--- src/rtl/core/qrr_pkg.sv ---
package qrr_pkg;

  localparam int COEF_W = 16;
  localparam int ROOT_W = 17;
  localparam int E_W    = 2 * COEF_W;     // discriminant quarter, unsigned
  localparam int T_W    = COEF_W;         // integer square root
  localparam int R_W    = COEF_W + 2;     // square root remainder
  localparam int N_W    = COEF_W + 3;     // signed numerator
  localparam int M_W    = COEF_W + 2;     // numerator magnitude / quotient
  localparam int D_W    = COEF_W + 1;     // divisor |2a|
  localparam int SAT_W  = (M_W + 1 > ROOT_W + 1) ? M_W + 1 : ROOT_W + 1;

  localparam logic [1:0] ST_OK       = 2'd0;
  localparam logic [1:0] ST_A_ZERO   = 2'd1;
  localparam logic [1:0] ST_NEG_DISC = 2'd2;

  localparam logic signed [SAT_W-1:0] ROOT_MAX = SAT_W'((64'sd1 <<< (ROOT_W - 1)) - 64'sd1);
  localparam logic signed [SAT_W-1:0] ROOT_MIN = SAT_W'(-(64'sd1 <<< (ROOT_W - 1)));

  typedef struct packed {
    logic                     vld;
    logic [E_W-1:0]           x;
    logic [R_W-1:0]           rem;
    logic [T_W-1:0]           root;
    logic signed [COEF_W-1:0] a;
    logic signed [COEF_W-1:0] b;
    logic                     par;
    logic [1:0]               status;
  } sqrt_word_t;

  typedef struct packed {
    logic           vld;
    logic [M_W-1:0] mp;
    logic [M_W-1:0] mm;
    logic [D_W-1:0] remp;
    logic [D_W-1:0] remm;
    logic [D_W-1:0] dv;
    logic           negp;
    logic           negm;
    logic [1:0]     status;
  } div_word_t;

  function automatic logic [ROOT_W-1:0] sat_root(input logic signed [SAT_W-1:0] v);
    logic signed [SAT_W-1:0] r;
    r = v;
    if (v > ROOT_MAX) r = ROOT_MAX;
    if (v < ROOT_MIN) r = ROOT_MIN;
    return r[ROOT_W-1:0];
  endfunction

endpackage

--- src/rtl/core/qrr_sqrt_cell.sv ---
module qrr_sqrt_cell import qrr_pkg::*; (
  input  logic       clk,
  input  logic       rst,
  input  logic       en,
  input  sqrt_word_t word_in,
  output sqrt_word_t word_out
);

  logic [R_W+1:0] rem2;
  logic [R_W+1:0] trial;
  logic [R_W+1:0] diff;
  logic           ge;
  sqrt_word_t     word_next;

  // One result bit per cell: bring down two radicand bits, try root*4+1.
  always_comb begin
    rem2  = {word_in.rem, word_in.x[E_W-1 -: 2]};
    trial = {2'b00, word_in.root, 2'b01};
    diff  = rem2 - trial;
    ge    = (rem2 >= trial);
    word_next      = word_in;
    word_next.x    = {word_in.x[E_W-3:0], 2'b00};
    word_next.rem  = ge ? diff[R_W-1:0] : rem2[R_W-1:0];
    word_next.root = {word_in.root[T_W-2:0], ge};
  end

  always_ff @(posedge clk) begin
    if (rst) begin
      word_out.vld <= 1'b0;
    end else if (en) begin
      word_out <= word_next;
    end
  end

endmodule

--- config.mk ---
export PLATFORM = sky130hd
export DESIGN_NAME = qrr_sqrt_cell
export DESIGN_NICKNAME = d
export VERILOG_FILES = /design/src/rtl/core/qrr_pkg.sv /design/src/rtl/core/qrr_sqrt_cell.sv
export SDC_FILE = /design/constraint.sdc
export NUM_CORES = 1
export LEC_CHECK = 0
export BUFFER_PORTS_ARGS = -buffer_cell sky130_fd_sc_hd__buf_4
export CORE_AREA = 2 2 95 97
export CTS_BUF_LIST = sky130_fd_sc_hd__clkbuf_2
export DETAILED_ROUTE_END_ITERATION = 10
export DIE_AREA = 0 0 97 99
export HOLD_SLACK_MARGIN = 0.12
export PLACE_DENSITY = 0.86
export SLEW_MARGIN = 5
export SYNTH_ARGS = -nofsm -noshare
export SYNTH_HDL_FRONTEND = slang
export SYNTH_SLANG_ARGS = --single-unit
--- constraint.sdc ---
create_clock -name clk -period 19.3 [get_ports clk]
set_clock_uncertainty 0.15 [all_clocks]
set_input_delay 3.86 -clock clk [delete_from_list [all_inputs] [get_ports clk]]
set_output_delay 3.86 -clock clk [all_outputs]
set_load 0.05 [all_outputs]
After elaboration in Yosys (flattened, before gate mapping)
Index checks and enable logic that the tools add are counted.
- output and inout port bits: 102
- memories: 0
- bits in read-only memories: 0
- bits in latches: 0
- word-level logic and storage cells: 13
- bits in writable memories: 0
- input port bits: 105
- register bits: 100
- reductions and logical operators: 1
- multipliers: 0
- add/subtract/negate cells: 1
- bitwise gates (word level): 1
- div/mod/pow operators: 0
- $lt $le $gt $ge: 1
- multiplexer cells: 1
- shifts and indexed selects: 0
- eq/ne operators: 0
- operators by type and width (operator ; number):
    >= comparator 20 x 18 -> 1 bit ; 1
    2-to-1 mux 18 bit ; 1
    subtractor 18 bit ; 1
    AND reduction 2 bit ; 1
    inverter 1 bit ; 1

Depth between registers and ports, before layout
- depth after elaboration: 2
- mapped depth: 11
- gate-level depth less buffers: 9

Least setup slack after synthesis
Ideal clock, no wire load.
- kind: input to register
- from: in rst
- to: reg word_out[0] in the netlist's numbering (enable)
- slack: 10.315 ns
- path buffers: 0
- cell stages on the path: 1
- library setup time: 0.571 ns
- data required time: 18.579 ns
- arrival time: 8.264 ns
- path through: nor2b_1
- word-level cells in the longest chain between the ends: 2
- ends and longest elaborated chain (what ; line ; RTL):
    start: declaration ; qrr_sqrt_cell.sv:3 ; input logic rst,
    inverter 1 bit (no line) ; -- ;
    AND reduction 2 bit (no line) ; -- ;
    end signal: assignment ; qrr_sqrt_cell.sv:31 ; word_out <= word_next;
    end: declaration ; qrr_sqrt_cell.sv:6 ; output sqrt_word_t word_out
No other way between the ends.
A chain may end at the register's enable or synchronous reset.

==> reports/results.txt <==
Crit Path Class: primary input to register
Avg Cell Area, Syn: 16.0 sq um
Setup crit end kind: register
DR WL met3: 965 um
Reg clk slew, reported paths: 0.28 ns
Worst EP arrival: 6.00 ns
DRC violations left: 0
Starting Density: 0.504
Slew Viols, Final: 0
initial antenna violation count: 0
CP startpoint: word_in[42]
I/O Pins: 207
Final Hold Fails: 0
area growth from synthesis to layout: 40.8%
share of post-route cells with drive strength above 1: 0.515
Distinct cells, synth: 46
TritonCTS Buffers: 9
Tmin final: 5.81 ns
Hold-fix buffers, CTS: 0
H-tree depth: 3
worst slew pin tran: 1.19 ns
Crit path required time: 19.49 ns
Setup TNS: 0 ns
Die Y: 99 um
gpl congestion: 0.853
fillers: 568
routed via count: 3,037
grt ovf: 0
clock sinks: 100
Via density: 5.12
largest net degree at the start of global routing: 57
CP max FO: 19
Synth Cell Area: 4310 sq um
Setup violations, final: 0
width of the die: 97 um
r2r setup slk: 18.55 ns
most frequent cells in the layout: buf_4 (205), edfxtp_1 (99), inv_1 (20)
root buffer cell: clkbuf_2
Top Registers: word_out (100)
Power per Cell Area: 85.0 nW/um^2
HPWL Detailed: 8.43 mm
Placed Cells: 577
die area: 9600 sq um
DR WL/cell: 18.2 um
critical path startpoint category: primary input
commonest non-fill, non-tap cell in the layout: buf_4
fin crit share: 0.301
clk_lat worst skew: 0.55 ns
Max Cap Viol: 0
Pre-antenna DRT Iters: 4
Top reg by flops: word_out
Post-CTS Repair Setup Buffers: 0
Starting DRT DRC Count: 130
CTS tree: done
leakage power: 0.00262 uW
Synth Flop Type: edfxtp_1
antenna cells: 0
Final Non-Filler Cells: 593
gr usage total: 0.218
hold crit path type: register to register
Syn Inst Count: 269
startpoint of the worst register-to-register path: word_out[101]
row cnt: 34
Slew HR: 0.202
CTS resizes: 0
Post-synth ARST share: 0
Nets: 603
# port buffers: 204
RSZ-0062 raised after global routing: false
CP endpoint: word_out[56]
Total Routed Length: 10.8 mm
EDFF count, synth: 99
reg2reg end: word_out[101]
IR drop worst, VDD: 0.0000515 V
number of global-route vias before repair: 3,008
synth warn: 0
Routed met1 length: 3.84 mm
max FFs per register: 100
Achievable Freq: 172 MHz
Routed Antenna Nets: 0
Reg2Reg Depth: 2
highest metal used: met4
status: complete, no violations
first-pass GRT wire length: 16.0 mm
CTS max path bufs: 2
Synth Register Bits: 100
core area: 8550 sq um
register area share after synthesis: 0.695
met2 WL post-DR: 5.63 mm
synthesized netlist by cell type (3+ instances only):
master | number | area (sq um)
xnor2_1 | 10 | 87.6
mux2_4 | 6 | 90.1
nor2_1 | 11 | 41.3
nor3_1 | 6 | 30.0
a31oi_1 | 3 | 18.8
o21a_1 | 6 | 45.0
xor2_1 | 4 | 35.0
ha_1 | 18 | 225
edfxtp_1 | 99 | 2970
nand2_1 | 12 | 45.0
buf_4 | 4 | 30.0
nand2b_1 | 3 | 18.8
mux2_2 | 9 | 101
mux2i_1 | 4 | 40.0
a21oi_1 | 13 | 65.1
nand3_1 | 5 | 25.0
inv_1 | 20 | 75.1
where the power goes:
part           switching, uW  internal [uW]  leakage, uW
registers               4.57            258     0.000938
clock network           71.3           32.0    0.0000720
logic                   94.4           55.1      0.00161
through the flow:
stage / instance area [sq um] / hold WS (ns) / setup slack [ns] / util / power, uW
floorplan: 4310 / 0.583 / 10.32 / - / 369
global placement: 5940 / 0.331 / 12.94 / 0.695 / 414
detailed placement: 5940 / 0.345 / 12.89 / 0.695 / 418
CTS: 6070 / 0.390 / 13.53 / 0.709 / 519
global route: 6070 / 0.457 / 13.43 / 0.709 / 534
finish: 6070 / 0.393 / 13.49 / 0.709 / 516
kinds of logic after synthesis:
kind of cell / count (synthesis) / synth area share
adders and majority gates: 18 / 0.0523
and+or+nand+nor: 47 / 0.0581
DFF: 100 / 0.695
other: 1 / 0.000870
AOI/OAI and AO/OA: 44 / 0.0828
buffers and inverters: 26 / 0.0290
muxes: 19 / 0.0537
xor gates and xnor gates: 14 / 0.0285
routing by layer:
| layer | vias up | global-route usage |
|---|---|---|
| met2 | 131 | 0.383 |
| met5 | - | 0 |
| met3 | 24 | 0.0759 |
| met1 | 1443 | 0.244 |
| li1 | 1439 | - |
| met4 | 0 | 0.0910 |
worst max-delay path, cell delays in order:
cell      delay, ns
buf_4          0.08
inv_1          0.03
ha_1           0.40
a21oi_1        0.11
o21ai_1        0.23
a31oi_1        0.19
o211ai_4       0.68
mux2_2         0.41
area by class of cell:
| class | instances | area (sq um) | share of cell area |
|---|---|---|---|
| inverters | 20 | 75.1 | 0.0124 |
| flip-flops and latches | 100 | 2990 | 0.493 |
| clock inverters | 6 | 72.6 | 0.0120 |
| repair buffers | 205 | 1540 | 0.254 |
| well taps | 108 | 135 | 0.0223 |
| clock buffers | 10 | 50.0 | 0.00825 |
| multi-input cells | 144 | 1200 | 0.198 |
how the worst min path moves through the flow:
stage                  start            end  slack (ns)  cells after the start
2_1_floorplan  word_out[101]  word_out[101]        0.58                      2
3_3_place_gp   word_out[101]  word_out[101]        0.33                      2
3_5_place_dp   word_out[101]  word_out[101]        0.34                      2
4_1_cts        word_out[101]  word_out[101]        0.39                      2
5_1_grt        word_out[101]  word_out[101]        0.46                      2
6_report       word_out[101]  word_out[101]        0.39                      2
Power figures use the tool's default switching activity.
