<file path="config.mk">
export PLATFORM = sky130hd
export DESIGN_NAME = qrr_div_cell
export DESIGN_NICKNAME = d
export VERILOG_FILES = /design/src/rtl/core/qrr_pkg.sv /design/src/rtl/core/qrr_div_cell.sv
export SDC_FILE = /design/constraint.sdc
export NUM_CORES = 1
export LEC_CHECK = 0
export ABC_CLOCK_PERIOD_IN_PS = 12100
export BUFFER_PORTS_ARGS = -buffer_cell sky130_fd_sc_hd__buf_2
export CAP_MARGIN = 10
export CORE_UTILIZATION = 40
export DETAILED_ROUTE_END_ITERATION = 10
export PLACE_DENSITY = 0.79
export SYNTH_ARGS = -nofsm -noshare
export SYNTH_HDL_FRONTEND = slang
export SYNTH_SLANG_ARGS = --single-unit
</file>
<file path="constraint.sdc">
create_clock -name clk -period 12.1 [get_ports clk]
set_clock_uncertainty 0.2 [all_clocks]
set_input_delay 2.42 -clock clk [delete_from_list [all_inputs] [get_ports clk]]
set_output_delay 2.42 -clock clk [all_outputs]
set_load 0.01 [all_outputs]
</file>
<file path="src/rtl/core/qrr_pkg.sv">
package qrr_pkg;

  localparam int COEF_W = 16;
  localparam int ROOT_W = 17;
  localparam int E_W    = 2 * COEF_W;     // discriminant quarter, unsigned
  localparam int T_W    = COEF_W;         // integer square root
  localparam int R_W    = COEF_W + 2;     // square root remainder
  localparam int N_W    = COEF_W + 3;     // signed numerator
  localparam int M_W    = COEF_W + 2;     // numerator magnitude / quotient
  localparam int D_W    = COEF_W + 1;     // divisor |2a|
  localparam int SAT_W  = (M_W + 1 > ROOT_W + 1) ? M_W + 1 : ROOT_W + 1;

  localparam logic [1:0] ST_OK       = 2'd0;
  localparam logic [1:0] ST_A_ZERO   = 2'd1;
  localparam logic [1:0] ST_NEG_DISC = 2'd2;

  localparam logic signed [SAT_W-1:0] ROOT_MAX = SAT_W'((64'sd1 <<< (ROOT_W - 1)) - 64'sd1);
  localparam logic signed [SAT_W-1:0] ROOT_MIN = SAT_W'(-(64'sd1 <<< (ROOT_W - 1)));

  typedef struct packed {
    logic                     vld;
    logic [E_W-1:0]           x;
    logic [R_W-1:0]           rem;
    logic [T_W-1:0]           root;
    logic signed [COEF_W-1:0] a;
    logic signed [COEF_W-1:0] b;
    logic                     par;
    logic [1:0]               status;
  } sqrt_word_t;

  typedef struct packed {
    logic           vld;
    logic [M_W-1:0] mp;
    logic [M_W-1:0] mm;
    logic [D_W-1:0] remp;
    logic [D_W-1:0] remm;
    logic [D_W-1:0] dv;
    logic           negp;
    logic           negm;
    logic [1:0]     status;
  } div_word_t;

  function automatic logic [ROOT_W-1:0] sat_root(input logic signed [SAT_W-1:0] v);
    logic signed [SAT_W-1:0] r;
    r = v;
    if (v > ROOT_MAX) r = ROOT_MAX;
    if (v < ROOT_MIN) r = ROOT_MIN;
    return r[ROOT_W-1:0];
  endfunction

endpackage

</file>
<file path="src/rtl/core/qrr_div_cell.sv">
module qrr_div_cell import qrr_pkg::*; (
  input  logic      clk,
  input  logic      rst,
  input  logic      en,
  input  div_word_t word_in,
  output div_word_t word_out
);

  logic [D_W:0] r2p;
  logic [D_W:0] r2m;
  logic [D_W:0] dp;
  logic [D_W:0] dm;
  logic         gep;
  logic         gem;
  div_word_t    word_next;

  // Restoring divide, one quotient bit per cell for each lane; the quotient
  // shifts in where the dividend bits leave.
  always_comb begin
    r2p = {word_in.remp, word_in.mp[M_W-1]};
    r2m = {word_in.remm, word_in.mm[M_W-1]};
    gep = (r2p >= {1'b0, word_in.dv});
    gem = (r2m >= {1'b0, word_in.dv});
    dp  = r2p - {1'b0, word_in.dv};
    dm  = r2m - {1'b0, word_in.dv};
    word_next      = word_in;
    word_next.remp = gep ? dp[D_W-1:0] : r2p[D_W-1:0];
    word_next.remm = gem ? dm[D_W-1:0] : r2m[D_W-1:0];
    word_next.mp   = {word_in.mp[M_W-2:0], gep};
    word_next.mm   = {word_in.mm[M_W-2:0], gem};
  end

  always_ff @(posedge clk) begin
    if (rst) begin
      word_out.vld <= 1'b0;
    end else if (en) begin
      word_out <= word_next;
    end
  end

endmodule

</file>
# Word-level counts from Yosys, hierarchy flattened
# Cells that the tools add are included.
# classes
addsub	2
order_cmp	2
mux	2
bitwise_logic	1
n_reduce_logical	1
# ops
operator	n
$ge A18 B17 Y1	2
$mux W17	2
$sub A17 B17 Y17	2
$reduce_and A2 Y1	1
$not A1 Y1	1
# word_totals
reg_bits	92

# Longest topological paths before layout
# depth
ltp_word	2
mapped_depth	12
ltp_nobuf	11

# Worst setup path before layout
# Ideal clock, no wire load.
# synth_path
path_type	input to register
startpoint	input rst
endpoint	register word_out[0] (netlist bit) (enable)
setup_ns	0.554
arrival_ns	6.471
slack_ns	4.875
stages	1
path_buffers	0
cell_sequence	nor2b_1
# synth_via
elab_chain_len	2
# synth_lines
item	line	rtl
from (decl)	qrr_div_cell.sv:3	input logic rst,
$not A1 Y1 (no line)	-	
$reduce_and A2 Y1 (no line)	-	
to (signal assigned)	qrr_div_cell.sv:37	word_out <= word_next;
to (decl)	qrr_div_cell.sv:6	output div_word_t word_out
# Every way passes these cells.
# A chain may end at the register's enable or synchronous reset.

==> results.sh <==
export IMPL_largest_register="word_out"
export IMPL_cts_max_level=3
export IMPL_routedWlPerCell_um=17.2
export IMPL_numCtsBuffers=9
export IMPL_synth_edff_count=91
export IMPL_die_area_um2=12800
export IMPL_synth_area_um2=4940
export IMPL_layout_common_cells="buf_2, edfxtp_1, ha_1"
export IMPL_clk_latency_ns=0.33
export IMPL_r2r_start="word_out[91]"
export IMPL_met1Wirelength_um=5230
export IMPL_cts_setup_buffers=0
export IMPL_wl_met2_um=6620
export IMPL_synth_distinct_cells=60
export IMPL_drv_slew=0
export IMPL_final_area_um2=6330
export IMPL_slew_headroom=0.278
export IMPL_drv_cap=0
export IMPL_fin_crit_sh=0.461
export IMPL_min_path_cells=2
export IMPL_yosysWarningCount=0
export IMPL_clock_path_buffers=2
export IMPL_syn_to_final_growth_pct=28.2
export IMPL_cts_resized_gates=0
export IMPL_cp_required_ns=11.99
export IMPL_final_util=0.527
export IMPL_finalNonFillerCells=746
export IMPL_p_per_area_nw_per_um2=135
export IMPL_cts_hold_buf=0
export IMPL_reg_largest_list="word_out (92)"
export IMPL_grt_util_all_layers=0.196
export IMPL_rows=40
export IMPL_grt_pass1_wl_um=19300
export IMPL_finalHoldViolCount=0
export IMPL_coreArea_um2=12000
export IMPL_final_common_cell="buf_2"
export IMPL_synthesis_nets=531
export IMPL_startpoint_type="input port"
export IMPL_clkTransAtPathRegs_ns=0.07
export IMPL_startpoint="word_in[90]"
export IMPL_outcome="complete, no violations"
export IMPL_worstSetupPathType="in -> reg"
export IMPL_vias=3901
export IMPL_cts_tree="done"
export IMPL_cts_sinks=92
export IMPL_rr_worst_depth=2
export IMPL_setup_viol=0
export IMPL_peakVddDrop_mv=0.0607
export IMPL_wl_met3_um=826
export IMPL_arrival_ns=5.47
export IMPL_die_w_um=113
export IMPL_rsz0062_at_grt="false"
export IMPL_synth_ff_type="edfxtp_1"
export IMPL_io_buffers=186
export IMPL_dpl_worst_slack_ns=6.18
export IMPL_worstHoldStart="word_out[91]"
export IMPL_finalCriticalPeriod_ns=5.58
export IMPL_grt_max_degree=87
export IMPL_antenna_cells=0
export IMPL_vias_per_cell=5.23
export IMPL_wl_um=12800
export IMPL_globalRouteOverflowTotal=0
export IMPL_ant_nets=0
export IMPL_worst_setup_path_end_kind="register"
export IMPL_grt_pass1_vias=3863
export IMPL_max_freq_mhz=179
export IMPL_hold_class="reg -> reg"
export IMPL_leakage_nw=2.76
export IMPL_start_util=0.411
export IMPL_gp_congestion=0.903
export IMPL_top_layer="met4"
export IMPL_grt_antenna_before_repair=0
export IMPL_synth_seq_cells=92
export IMPL_tightest_slew_ns=1.08
export IMPL_dp_cells=730
export IMPL_path_max_fanout=18
export IMPL_die_y_um=113
export IMPL_async_flop_share=0
export IMPL_dpl_hpwl_um=10100
export IMPL_root_buffer="clkbuf_16"
export IMPL_drc=0
export IMPL_drtPass1Iterations=5
export IMPL_drive_gt1_frac=0.384
export IMPL_placed_cell_area_um2=6040
export IMPL_avgSynthCellArea_um2=12.4
export IMPL_syn_instance_count=400
export IMPL_setup_slack_ns=6.52
export IMPL_nets=725
export IMPL_top_level_ports=187
export IMPL_tns_ns=0
export IMPL_drt_iter0_drc=252
export IMPL_largest_register_ffs=92
export IMPL_ys_seq_area_frac=0.557
==> report_power, final <==
group	total [mW]	leakage [nW]	internal [mW]	switching (mW)
Combinational	0.194	1.76	0.0853	0.109
Sequential	0.392	0.861	0.385	0.00686
Clock	0.272	0.141	0.145	0.127
==> area by class of cell <==
cell class / instances / area (um2)
Fill cell: 1048 / 5680
Clock inverter: 7 / 70.1
Inverter: 32 / 120
Tap cell: 147 / 184
Multi-Input combinational cell: 270 / 2030
Clock buffer: 9 / 225
Sequential cell: 92 / 2750
Timing Repair Buffer: 189 / 953
==> Yosys cell counts, types with 3 or more instances <==
cell | instances | area, um2
a211oi_1 | 7 | 52.6
a21o_1 | 11 | 82.6
a21oi_1 | 32 | 160
and3_1 | 3 | 18.8
clkbuf_1 | 3 | 11.3
edfxtp_1 | 91 | 2730
ha_1 | 34 | 425
inv_1 | 31 | 116
mux2_2 | 12 | 135
nand2_1 | 25 | 93.8
nand3_1 | 13 | 65.1
nand4_1 | 4 | 25.0
nor2_1 | 20 | 75.1
nor3_1 | 5 | 25.0
o21a_1 | 9 | 67.6
o21ai_0 | 22 | 110
o31ai_1 | 5 | 37.5
xnor2_1 | 19 | 166
xor2_1 | 4 | 35.0
==> stage by stage <==
stage / power (mW) / hold WS [ns]
finish: 0.858 / 0.331
global route: 0.895 / 0.376
CTS: 0.866 / 0.343
detailed placement: 0.592 / 0.327
global placement: 0.587 / 0.283
floorplan: 0.525 / 0.328
==> cells by family (layout without fill, tap and decap cells) <==
family / Yosys count / count (layout) / synth area share
AOI/OAI and AO/OA: 110 / 110 / 0.152
xor gates and xnor gates: 23 / 23 / 0.0408
adders and majority gates: 36 / 36 / 0.0942
buffers and inverters: 38 / 237 / 0.0339
DFF: 92 / 92 / 0.557
muxes: 16 / 16 / 0.0375
and+or+nand+nor: 85 / 85 / 0.0843
==> worst max-delay path, stage by stage <==
cell      delay, ns
buf_2          0.12
inv_1          0.05
ha_1           0.16
inv_1          0.06
fa_1           0.40
a21o_1         0.22
a221oi_4       0.36
a21oi_2        0.12
o31ai_4        0.40
and2_1         0.73
mux2_2         0.42
==> path summary, 6_finish.rpt <==
kind	end	slack (ns)
worst max register to register	word_out[91]	11.29
worst max-delay path	word_out[43]	6.52
worst min register to register	word_out[91]	0.33
worst min-delay path	word_out[91]	0.33
==> metal layers <==
layer | global-route usage | vias up
met5 | 0 | -
met2 | 0.356 | 146
met4 | 0.0781 | 0
met3 | 0.0412 | 10
li1 | - | 1899
met1 | 0.226 | 1846
Power figures use the tool's default switching activity.
